==> src/design/adlc_pkg.sv <==
package adlc_pkg;

   localparam logic [7:0] NL_BYTE   = 8'h0A;
   localparam logic [7:0] CR_BYTE   = 8'h0D;
   localparam logic [7:0] ZERO_BYTE = 8'h00;
   localparam logic [7:0] LEN_MAX   = 8'd255;

   localparam int QUEUE_DEPTH = 4;

   // One classified beat handed from the front part to the back part.
   typedef struct packed {
      logic       mismatch;          // this byte differs from the stored line
      logic       line_end;          // a line finishes with this beat
      logic [7:0] line_length;       // clipped length of the finished line
      logic       prev_stored;       // a line was stored before this one finished
      logic       length_match;      // finished length equals stored length
      logic       done;              // end of stream
      logic       done_prev_stored;  // a line is stored when the stream ends
   } entry_type;

endpackage

==> src/design/adlc_front.sv <==
module adlc_front
   import adlc_pkg::*;
#(
   parameter int MAX_LINE = 256
) (
   input  logic       clock,
   input  logic       reset,
   input  logic       req_valid,
   output logic       req_stall,
   input  logic [7:0] req_data_byte,
   input  logic       req_end_of_input,
   output logic       push_valid,
   output entry_type  push_entry,
   input  logic       queue_full
);

   localparam int PW = (MAX_LINE > 2) ? $clog2(MAX_LINE) : 1;
   localparam logic [PW-1:0] LAST_POS = PW'(MAX_LINE - 1);

   typedef struct packed {
      logic [7:0] data;
      logic       compare;
      logic       force_mm;
      entry_type  entry;
   } stage_type;

   logic [7:0] line_mem_ff [MAX_LINE];
   logic [7:0] rd_data_ff;

   logic          s1_valid_ff, s1_valid_in;
   stage_type     s1_ff, s1_in;
   logic [PW-1:0] pos_ff, pos_in;
   logic [PW-1:0] eff_ff, eff_in;
   logic          zero_ff, zero_in;
   logic          have_prev_ff, have_prev_in;
   logic [PW-1:0] prev_len_ff, prev_len_in;
   logic          mem_write;
   logic          accept;

   assign req_stall = s1_valid_ff && queue_full;
   assign accept    = req_valid && !req_stall;
   assign push_valid = s1_valid_ff && !queue_full;

   always_comb begin
      push_entry = s1_ff.entry;
      push_entry.mismatch = s1_ff.compare && (s1_ff.force_mm || (rd_data_ff != s1_ff.data));
   end

   always_comb begin
      logic [PW-1:0] p_n;
      logic [PW-1:0] e_n;
      logic          z_n;
      logic          fin;
      logic [PW-1:0] fin_len;
      logic          gen;

      pos_in       = pos_ff;
      eff_in       = eff_ff;
      zero_in      = zero_ff;
      have_prev_in = have_prev_ff;
      prev_len_in  = prev_len_ff;
      mem_write    = 1'b0;
      s1_in        = s1_ff;
      gen          = 1'b0;
      fin          = 1'b0;
      p_n          = pos_ff;
      e_n          = eff_ff;
      z_n          = zero_ff;

      s1_in.data           = req_data_byte;
      s1_in.compare        = 1'b0;
      s1_in.force_mm       = 1'b0;
      s1_in.entry.mismatch = 1'b0;
      s1_in.entry.done     = 1'b0;

      if (req_end_of_input) begin
         gen = 1'b1;
         fin = (pos_ff != '0);
         s1_in.entry.done = 1'b1;
      end else if (req_data_byte == CR_BYTE) begin
         gen = 1'b0;
      end else if (req_data_byte == NL_BYTE) begin
         gen = 1'b1;
         fin = 1'b1;
      end else begin
         gen = 1'b1;
         if (!zero_ff) begin
            if (req_data_byte == ZERO_BYTE) begin
               z_n = 1'b1;
               e_n = pos_ff;
            end else begin
               s1_in.compare  = 1'b1;
               s1_in.force_mm = !have_prev_ff || (pos_ff >= prev_len_ff);
               mem_write      = accept;
            end
         end
         p_n = pos_ff + PW'(1);
         fin = (p_n == LAST_POS);
      end

      fin_len = z_n ? e_n : p_n;
      s1_in.entry.line_end         = fin;
      s1_in.entry.line_length      = (16'(fin_len) > 16'(LEN_MAX)) ? LEN_MAX : 8'(fin_len);
      s1_in.entry.prev_stored      = have_prev_ff;
      s1_in.entry.length_match     = (fin_len == prev_len_ff);
      s1_in.entry.done_prev_stored = have_prev_ff || fin;

      if (accept) begin
         if (req_end_of_input) begin
            pos_in       = '0;
            eff_in       = '0;
            zero_in      = 1'b0;
            have_prev_in = 1'b0;
            prev_len_in  = '0;
         end else if (fin) begin
            pos_in       = '0;
            eff_in       = '0;
            zero_in      = 1'b0;
            have_prev_in = 1'b1;
            prev_len_in  = fin_len;
         end else begin
            pos_in  = p_n;
            eff_in  = e_n;
            zero_in = z_n;
         end
      end

      if (accept) begin
         s1_valid_in = gen;
      end else if (push_valid) begin
         s1_valid_in = 1'b0;
      end else begin
         s1_valid_in = s1_valid_ff;
      end
   end

   always_ff @(posedge clock) begin
      if (accept) begin
         rd_data_ff <= line_mem_ff[pos_ff];
         s1_ff      <= s1_in;
      end
      if (mem_write) begin
         line_mem_ff[pos_ff] <= req_data_byte;
      end
   end

   always_ff @(posedge clock) begin
      if (reset) begin
         s1_valid_ff  <= 1'b0;
         pos_ff       <= '0;
         eff_ff       <= '0;
         zero_ff      <= 1'b0;
         have_prev_ff <= 1'b0;
         prev_len_ff  <= '0;
      end else begin
         s1_valid_ff  <= s1_valid_in;
         pos_ff       <= pos_in;
         eff_ff       <= eff_in;
         zero_ff      <= zero_in;
         have_prev_ff <= have_prev_in;
         prev_len_ff  <= prev_len_in;
      end
   end

endmodule

==> src/design/adlc_queue.sv <==
module adlc_queue
   import adlc_pkg::*;
(
   input  logic      clock,
   input  logic      reset,
   input  logic      push_valid,
   input  entry_type push_entry,
   output logic      queue_full,
   output logic      head_valid,
   output entry_type head_entry,
   input  logic      pop
);

   localparam int AW = $clog2(QUEUE_DEPTH);
   localparam int CW = $clog2(QUEUE_DEPTH + 1);

   entry_type     slot_ff [QUEUE_DEPTH];
   logic [AW-1:0] wr_ptr_ff, wr_ptr_in;
   logic [AW-1:0] rd_ptr_ff, rd_ptr_in;
   logic [CW-1:0] count_ff, count_in;
   logic          do_pop;

   assign queue_full = (count_ff == CW'(QUEUE_DEPTH));
   assign head_valid = (count_ff != '0);
   assign head_entry = slot_ff[rd_ptr_ff];
   assign do_pop     = pop && head_valid;

   always_comb begin
      wr_ptr_in = push_valid ? wr_ptr_ff + AW'(1) : wr_ptr_ff;
      rd_ptr_in = do_pop ? rd_ptr_ff + AW'(1) : rd_ptr_ff;
      count_in  = count_ff;
      if (push_valid && !do_pop) begin
         count_in = count_ff + CW'(1);
      end else if (do_pop && !push_valid) begin
         count_in = count_ff - CW'(1);
      end
   end

   always_ff @(posedge clock) begin
      if (push_valid) begin
         slot_ff[wr_ptr_ff] <= push_entry;
      end
   end

   always_ff @(posedge clock) begin
      if (reset) begin
         wr_ptr_ff <= '0;
         rd_ptr_ff <= '0;
         count_ff  <= '0;
      end else begin
         wr_ptr_ff <= wr_ptr_in;
         rd_ptr_ff <= rd_ptr_in;
         count_ff  <= count_in;
      end
   end

endmodule

==> src/design/adlc_back.sv <==
module adlc_back
   import adlc_pkg::*;
#(
   parameter int COUNT_WIDTH = 32
) (
   input  logic        clock,
   input  logic        reset,
   input  logic        head_valid,
   input  entry_type   head_entry,
   output logic        pop,
   output logic        rsp_valid,
   input  logic        rsp_stall,
   output logic        rsp_line_kept,
   output logic [31:0] rsp_closed_count,
   output logic [7:0]  rsp_line_length,
   output logic        rsp_stream_done
);

   logic                   mm_ff, mm_in;
   logic [COUNT_WIDTH-1:0] group_ff, group_in;
   logic                   done_phase_ff, done_phase_in;
   logic                   valid_ff, valid_in;
   logic                   kept_ff, kept_in;
   logic [31:0]            closed_ff, closed_in;
   logic [7:0]             len_ff, len_in;
   logic                   sdone_ff, sdone_in;
   logic                   out_free;
   logic                   acc;
   logic                   same;
   logic [31:0]            group_clip;

   assign rsp_valid        = valid_ff;
   assign rsp_line_kept    = kept_ff;
   assign rsp_closed_count = closed_ff;
   assign rsp_line_length  = len_ff;
   assign rsp_stream_done  = sdone_ff;

   assign out_free   = !valid_ff || !rsp_stall;
   assign acc        = mm_ff || head_entry.mismatch;
   assign same       = head_entry.prev_stored && !acc && head_entry.length_match;
   assign group_clip = (64'(group_ff) > 64'h0000_0000_FFFF_FFFF) ? 32'hFFFF_FFFF
                                                                  : 32'(group_ff);

   always_comb begin
      mm_in         = mm_ff;
      group_in      = group_ff;
      done_phase_in = done_phase_ff;
      pop           = 1'b0;
      valid_in      = out_free ? 1'b0 : valid_ff;
      kept_in       = kept_ff;
      closed_in     = closed_ff;
      len_in        = len_ff;
      sdone_in      = sdone_ff;

      if (head_valid) begin
         if (done_phase_ff || (head_entry.done && !head_entry.line_end)) begin
            if (out_free) begin
               valid_in      = 1'b1;
               kept_in       = 1'b0;
               closed_in     = head_entry.done_prev_stored ? group_clip : 32'd0;
               len_in        = 8'd0;
               sdone_in      = 1'b1;
               pop           = 1'b1;
               group_in      = '0;
               mm_in         = 1'b0;
               done_phase_in = 1'b0;
            end
         end else if (head_entry.line_end) begin
            if (out_free) begin
               valid_in = 1'b1;
               len_in   = head_entry.line_length;
               sdone_in = 1'b0;
               mm_in    = 1'b0;
               if (same) begin
                  kept_in   = 1'b0;
                  closed_in = 32'd0;
                  group_in  = (group_ff != '1) ? group_ff + COUNT_WIDTH'(1) : group_ff;
               end else begin
                  kept_in   = 1'b1;
                  closed_in = head_entry.prev_stored ? group_clip : 32'd0;
                  group_in  = COUNT_WIDTH'(1);
               end
               // hold the beat for its final result when the stream ends here
               if (head_entry.done) begin
                  done_phase_in = 1'b1;
               end else begin
                  pop = 1'b1;
               end
            end
         end else begin
            mm_in = acc;
            pop   = 1'b1;
         end
      end
   end

   always_ff @(posedge clock) begin
      kept_ff   <= kept_in;
      closed_ff <= closed_in;
      len_ff    <= len_in;
      sdone_ff  <= sdone_in;
   end

   always_ff @(posedge clock) begin
      if (reset) begin
         mm_ff         <= 1'b0;
         group_ff      <= '0;
         done_phase_ff <= 1'b0;
         valid_ff      <= 1'b0;
      end else begin
         mm_ff         <= mm_in;
         group_ff      <= group_in;
         done_phase_ff <= done_phase_in;
         valid_ff      <= valid_in;
      end
   end

endmodule

==> src/design/adjacent_duplicate_line_collapser_top.sv <==
// Path: the beat that finishes its line passes the front stage with line-store read, a queue
//   slot and the result register, in that order.
// Throughput: one beat per cycle unless the queue is full; an end-of-stream beat that closes
//   a partial line yields two results in turn, set by the back part's single result register.
// Reset: synchronous, active high; clears positions, group count and queue pointers.
//   The line store is not cleared; only entries written in the current stream are compared.
module adjacent_duplicate_line_collapser_top
   import adlc_pkg::*;
#(
   parameter int MAX_LINE    = 256,
   parameter int COUNT_WIDTH = 32
) (
   input  logic        clock,
   input  logic        reset,
   input  logic        req_valid,
   output logic        req_stall,
   input  logic [7:0]  req_data_byte,
   input  logic        req_end_of_input,
   output logic        rsp_valid,
   input  logic        rsp_stall,
   output logic        rsp_line_kept,
   output logic [31:0] rsp_closed_count,
   output logic [7:0]  rsp_line_length,
   output logic        rsp_stream_done
);

   // front -> queue
   logic      push_valid;
   entry_type push_entry;
   logic      queue_full;

   // queue -> back
   logic      head_valid;
   entry_type head_entry;
   logic      pop;

   // Classify each beat, track line position, write the line store in place and
   // compare against its old content in the following cycle.
   adlc_front #(
      .MAX_LINE(MAX_LINE)
   ) u_front (
      .clock            (clock),
      .reset            (reset),
      .req_valid        (req_valid),
      .req_stall        (req_stall),
      .req_data_byte    (req_data_byte),
      .req_end_of_input (req_end_of_input),
      .push_valid       (push_valid),
      .push_entry       (push_entry),
      .queue_full       (queue_full)
   );

   // Decouple the front from a stalled result channel.
   adlc_queue u_queue (
      .clock      (clock),
      .reset      (reset),
      .push_valid (push_valid),
      .push_entry (push_entry),
      .queue_full (queue_full),
      .head_valid (head_valid),
      .head_entry (head_entry),
      .pop        (pop)
   );

   // Accumulate mismatches, decide group boundaries, count repeats, drive results.
   adlc_back #(
      .COUNT_WIDTH(COUNT_WIDTH)
   ) u_back (
      .clock            (clock),
      .reset            (reset),
      .head_valid       (head_valid),
      .head_entry       (head_entry),
      .pop              (pop),
      .rsp_valid        (rsp_valid),
      .rsp_stall        (rsp_stall),
      .rsp_line_kept    (rsp_line_kept),
      .rsp_closed_count (rsp_closed_count),
      .rsp_line_length  (rsp_line_length),
      .rsp_stream_done  (rsp_stream_done)
   );

endmodule

==> config.mk <==
export PLATFORM = sky130hd
export DESIGN_NAME = adjacent_duplicate_line_collapser_top
export DESIGN_NICKNAME = d
export VERILOG_FILES = /design/src/design/adlc_pkg.sv /design/src/design/adlc_front.sv /design/src/design/adlc_queue.sv /design/src/design/adlc_back.sv /design/src/design/adjacent_duplicate_line_collapser_top.sv
export SDC_FILE = /design/constraint.sdc
export NUM_CORES = 2
export LEC_CHECK = 0
export BUFFER_PORTS_ARGS = -buffer_cell sky130_fd_sc_hd__buf_2
export CAP_MARGIN = 25
export CORE_MARGIN = 10
export CORE_UTILIZATION = 40
export DETAILED_ROUTE_END_ITERATION = 10
export HOLD_SLACK_MARGIN = 0.02
export PLACE_DENSITY_LB_ADDON = 0.3
export SYNTH_ARGS = -nofsm -noshare
export SYNTH_HDL_FRONTEND = slang
export SYNTH_HIERARCHICAL = 1
export SYNTH_SLANG_ARGS = --single-unit
==> constraint.sdc <==
create_clock -name clock -period 8.01 [get_ports clock]
set_input_delay 0.801 -clock clock [delete_from_list [all_inputs] [get_ports clock]]
set_output_delay 0.801 -clock clock [all_outputs]
set_load 0.02 [all_outputs]
Word level (Yosys, flattened, before mapping)
Memory sizes are Yosys's and may differ from the RTL's. A register that Yosys moved wholly into a read port is not among the register bits.
Index checks and enable logic that the tools add are counted.
- bitwise gates (word level): 0
- magnitude comparators: 1
- $mul: 0
- div/mod/pow operators: 0
- shift-type cells: 0
- mux-type cells: 89
- reductions and logical operators: 39
- $add $sub $neg: 6
- equality and inequality tests: 8
- operator list (cell ; count):
    $mux 32 ; 13
    $mux 8 ; 19
    $mux 1 ; 52
    $add 32x1->32 const B ; 1
    $ne 32x32->1 const B ; 1
    $eq 8x4->1 const B ; 2
    $logic_and 1x1->1 ; 10
    $reduce_bool 2->1 ; 5
    $logic_not 1->1 ; 9
    $add 8x1->8 const B ; 1
    $eq 8x8->1 ; 1
    $eq 8x8->1 const B ; 1
    $ge 8x8->1 ; 1
    $logic_not 8->1 ; 1
    $ne 8x8->1 ; 1
    $reduce_and 4->1 ; 2
    $reduce_bool 8->1 ; 1
    $logic_or 1x1->1 ; 6
    $mux 2 ; 3
    $mux 3 ; 2
    $reduce_or 5->1 ; 1
    $add 2x1->2 const B ; 2
    $reduce_or 4->1 ; 1
    $add 3x1->3 const B ; 1
    6 further kinds ; 6
- register bits after elaboration: 134
- latch bits: 0
- memories kept: 2
- bits of input ports: 13
- logic and storage cells: 171
- output and inout bits: 44
- memory bits (writable): 2104
- memory bits (read-only): 0
- memory list (name ; words ; bits a word ; rd ports ; clocked after Yosys merged registers in ; write ports ; RTL line ; RTL):
    u_front.line_mem_ff ; 256 ; 8 ; 1 ; 1 ; 1 ; adlc_front.sv:27 ; logic [7:0] line_mem_ff [MAX_LINE];
    u_queue.slot_ff ; 4 ; 14 ; 1 ; 1 ; 1 ; adlc_queue.sv:17 ; entry_type slot_ff [QUEUE_DEPTH];

Longest topological paths before layout
- word-level depth: 11
- mapped depth: 14
- depth with buffers taken out: 11

Hierarchy
Netlist, hierarchy kept.
- by module, submodules not included (module ; seq. area each (um^2) ; area an instance (um^2) ; cells each ; times used):
    adlc_front ; 62970.4 ; 82400.3 ; 3828 ; 1
    adlc_back ; 1961.9 ; 3613.5 ; 354 ; 1
    adlc_queue ; 1861.8 ; 2492.4 ; 117 ; 1

Least setup slack after synthesis
No wires, ideal clock.
- path kind: input -> register
- start: in req_data_byte[2]
- end: mem u_front.line_mem_ff[1][0] (enable)
- path slack: 4.646 ns
- stages: 10
- required time: 7.640 ns
- arrival time: 2.994 ns
- path through: clkbuf_1 and3b_1 o211a_1 nor3_2 nand2_1 nor2_1 clkbuf_1 nand2_1 clkbuf_1 nor2_1
- cells in the longest elaborated chain, start to end: 8
- ends and longest elaborated chain (what ; RTL line ; RTL):
    start, declared ; adjacent_duplicate_line_collapser_top.sv:17 ; input logic [7:0] req_data_byte,
    $logic_not 8->1 ; adlc_front.sv:88 ; if (req_data_byte == ZERO_BYTE) begin
    $mux 1 ; adlc_front.sv:88 ;
    $mux 1 ; adlc_front.sv:87 ; if (!zero_ff) begin
    $mux 1 ; adlc_front.sv:82 ; end else if (req_data_byte == NL_BYTE) begin
    $mux 1 (*) ; adlc_front.sv:80 ; end else if (req_data_byte == CR_BYTE) begin
    $mux 1 (*) ; adlc_front.sv:76 ; if (req_end_of_input) begin
    $mux 1 (*) ; adlc_front.sv:142 ; if (mem_write) begin
    $mux 1 (implied by the code) (*) ; adlc_front.sv:143 ; line_mem_ff[pos_ff] <= req_data_byte;
    end, declared ; adlc_front.sv:27 ;
Every way passes the cells marked *; elsewhere a longest branch is shown, timed or not.

==> flow_metrics.env <==
export IMPL_clockRootBuffer="clkbuf_16"
export IMPL_fin_worst_skew_ns=0.0745
export IMPL_fillers=18500
export IMPL_clkLatencyLatePin_ns=0.86
export IMPL_critPathArrivalTime_ns=5.61
export IMPL_finalSetupTns_ns=0
export IMPL_power_per_cell_area_mw_per_mm2=254
export IMPL_buffer_ports_inserted=56
export IMPL_crit_chain="buf_4, buf_4, mux4_2, mux4_2, nand2_1, nand4_1, a2111oi_0, nand3_1"
export IMPL_number_of_setup_buffers_added_after_cts=0
export IMPL_largest_net_degree_at_the_start_of_global_routing=188
export IMPL_pwr_share_seq_pct=51.9
export IMPL_finalCritPeriodShare_pct=63.4
export IMPL_path_class="flop to flop"
export IMPL_critPathLaunch="u_front/pos_ff[0]"
export IMPL_clock_sink_count=2248
export IMPL_maxSlewViolCount=0
export IMPL_synth_lib_cells_used_distinct=90
export IMPL_die_w_um=490
export IMPL_regToRegEndpoint="u_front/rd_data_ff[0]"
export IMPL_antenna_found_initial=6
export IMPL_synthXorXnorAreaFrac_pct=0.312
export IMPL_worst_setup_path_start_kind="flop"
export IMPL_leakage_nw=30.1
export IMPL_synthFlopType="edfxtp_1"
export IMPL_synthesis_nets=4332
export IMPL_setup_viol=0
export IMPL_cap_violations=0
export IMPL_ctsHoldBuffers=0
export IMPL_worst_setup_path_end_kind="flop"
export IMPL_dpl_hpwl_mm=143
export IMPL_critical_path_slowest_cell="a2111oi_0"
export IMPL_hold_viol_final=0
export IMPL_syn_area_sq_mm=0.0885
export IMPL_combinational_family_with_the_most_area_after_synthesis="multiplexers"
export IMPL_area_delta_synth_final_pct=12.6
export IMPL_compound_gate_fraction_of_synth_area_pct=2.45
export IMPL_tightest_slew_ns=1.17
export IMPL_yosys_warnings=6
export IMPL_placeableCoreArea_sq_mm=0.220
export IMPL_first_global_vias=44200
export IMPL_worst_slew_margin_rel_pct=21.8
export IMPL_post_cts_resized=0
export IMPL_vias=44400
export IMPL_synth_mux_area_share_pct=15.7
export IMPL_grt_pass1_wl_mm=332
export IMPL_setup_slack_of_the_worst_register_to_register_path_ns=2.93
export IMPL_max_stage_delay_ns=0.85
export IMPL_share_clk_of_total_power_pct=42.2
export IMPL_switching_power_mw=5.50
export IMPL_synth_fa_ha_area_share_pct=0.291
export IMPL_netlist_instances=4299
export IMPL_track_usage_pct=18.8
export IMPL_detail_route_iter0_violations=5846
export IMPL_routed_wire_length_per_instance_um=30.6
export IMPL_worst_r2r_startpoint="u_front/pos_ff[0]"
export IMPL_grt_setup_unrepaired="false"
export IMPL_detail_route_first_pass_iterations=6
export IMPL_viasPerCell=5.87
export IMPL_route_detailed_drc=0
export IMPL_drtAntennaViolNets=0
export IMPL_layout_drive_gt1_share_pct=24.5
export IMPL_power_switching_share_pct=21.7
export IMPL_post_synth_simple_gate_area_pct=4.05
export IMPL_synth_top_area_share_pct=73.9
export IMPL_pin_count=57
export IMPL_postSynthAreaPerCell_sq_um=20.6
export IMPL_comb_power_share_pct=5.8
export IMPL_synth_area_top_cells="edfxtp_1 (74%), mux4_2 (15%), dfxtp_1 (1.6%)"
export IMPL_worst_ir_drop_vdd_mv=0.209
export IMPL_p_int_mw=19.8
export IMPL_reg2regPathDepth=8
export IMPL_std_cell_rows=172
export IMPL_die_area_sq_mm=0.240
export IMPL_critPathCapture="u_front/rd_data_ff[0]"
export IMPL_place_congestion=0.869
export IMPL_synth_largest_area_cell="edfxtp_1"
export IMPL_synth_seq_cells=2248
export IMPL_max_freq_ghz=0.197
export IMPL_ctsLongestPathBuffers=3
export IMPL_clk_pin_slew_ns=0.06
export IMPL_outcome="complete, no violations"
export IMPL_number_of_enable_flip_flop_cells_after_synthesis=2177
export IMPL_synth_top_cells_by_count="edfxtp_1 (2177), mux4_2 (586), nor2_1 (320)"
export IMPL_nets=4443
export IMPL_sequential_to_total_area_share_from_yosys_stat_pct=75.5
export IMPL_cts_h_tree_depth=4
export IMPL_overflow=0
export IMPL_timing_critical_path_fanout_max=42
export IMPL_tritoncts_num_buffers=222
export IMPL_finalCriticalPeriod_ns=5.08
export IMPL_post_route_util_pct=45.3
export IMPL_yosysMostFrequentCell="edfxtp_1"
export IMPL_synthArstFlopShare_pct=0
export IMPL_floorplan_initialDensity_pct=40.2
export IMPL_worst_hold_path_type="input pin to flop"
export IMPL_totalWireLength_mm=232
export IMPL_cts_tree="done"
export IMPL_dieHeight_um=490
export IMPL_worst_ep_required_time_ns=8.55
-- layer usage --
metal  up-vias  track usage [%]  part of all wire (%)
li1      18100                -                     -
met4         2             7.04                   3.8
met5         -                0                0.0056
met1     23800             26.2                    41
met3       403             4.02                   8.5
met2      2144             29.2                    47
-- area by class of cell --
cell class / count / area [sq um] / share of cell area, %
clock inverter: 157 / 1820 / 1.82
antenna: 5 / 12.5 / 0.0126
inverter: 26 / 105 / 0.105
tap: 2958 / 3700 / 3.71
sequential: 2248 / 66800 / 67.0
timing repair buffer: 151 / 1200 / 1.20
clock buffer: 260 / 5780 / 5.80
multi-input combinational: 1761 / 20300 / 20.3
-- power by group through the flow --
stage	clock, mW	sequential [mW]	combinational (mW)
after detailed placement	0	13.4	1.48
after CTS	10.9	13.1	1.49
final	10.7	13.1	1.47
after floorplan	0	13.5	0.830
after global routing	11.4	13.1	1.57
after global placement	0	13.4	1.47
-- worst min-delay path by stage --
stage                          from                    end  cells after the start
3_3_place_gp   u_front/have_prev_ff  u_front/push_entry[3]                      0
3_5_place_dp   u_front/have_prev_ff  u_front/push_entry[3]                      0
4_1_cts                   rsp_stall                   flop                      3
5_1_grt                   rsp_stall                   flop                      3
6_report                  rsp_stall                   flop                      3
2_1_floorplan  u_front/have_prev_ff  u_front/push_entry[3]                      0
-- sequential cells by signal (all words and copies together) (netlist names), 3 cells and up, named ones only --
register / flops
u_back/group_clip: 32
u_back/rsp_closed_count: 32
u_back/rsp_line_length: 8
u_front/eff_ff: 8
u_front/line_mem_ff: 2048
u_front/pos_ff: 8
u_front/prev_len_ff: 8
u_front/push_entry: 13
u_front/rd_data_ff: 8
u_front/s1_ff: 10
u_queue/count_ff: 3
u_queue/slot_ff: 56
-- stage by stage --
stage	hold slack, ns	area, sq um	power [mW]	setup slack, ns	std cells
after CTS	0.172	99600	25.5	2.97	7559
after detailed placement	0.441	92000	14.9	2.83	7142
after floorplan	0.423	88500	14.3	4.65	4299
after global routing	0.205	99700	26.1	2.75	7561
after global placement	0.443	92000	14.9	2.88	7141
final	0.247	99700	25.3	2.93	7566
-- worst max-delay path, delay by kind of cell, from the launching register on --
family          cells  cell delay, ns
compound gates      1            0.85
buf+inv             2            1.44
flops               1            0.59
mux                 2            1.17
simple gates        3            0.58
-- cell usage in the layout, fill, tap and decap left out, drive strengths merged, types with 43 or more instances in the layout --
cell	n
nor2	320
clkbuf	268
nand2	157
a21oi	66
a22oi	46
nand3	56
clkinv	109
mux2i	43
dfxtp	71
buf	143
mux4	590
edfxtp	2177
-- cell families after synthesis --
group | after synthesis
DFF | 2248
and+or+nand+nor | 760
muxes | 647
AOI/OAI and AO/OA | 304
buffers and inverters | 290
xor gates and xnor gates | 30
adders and majority gates | 20
Power figures use the tool's default switching activity.
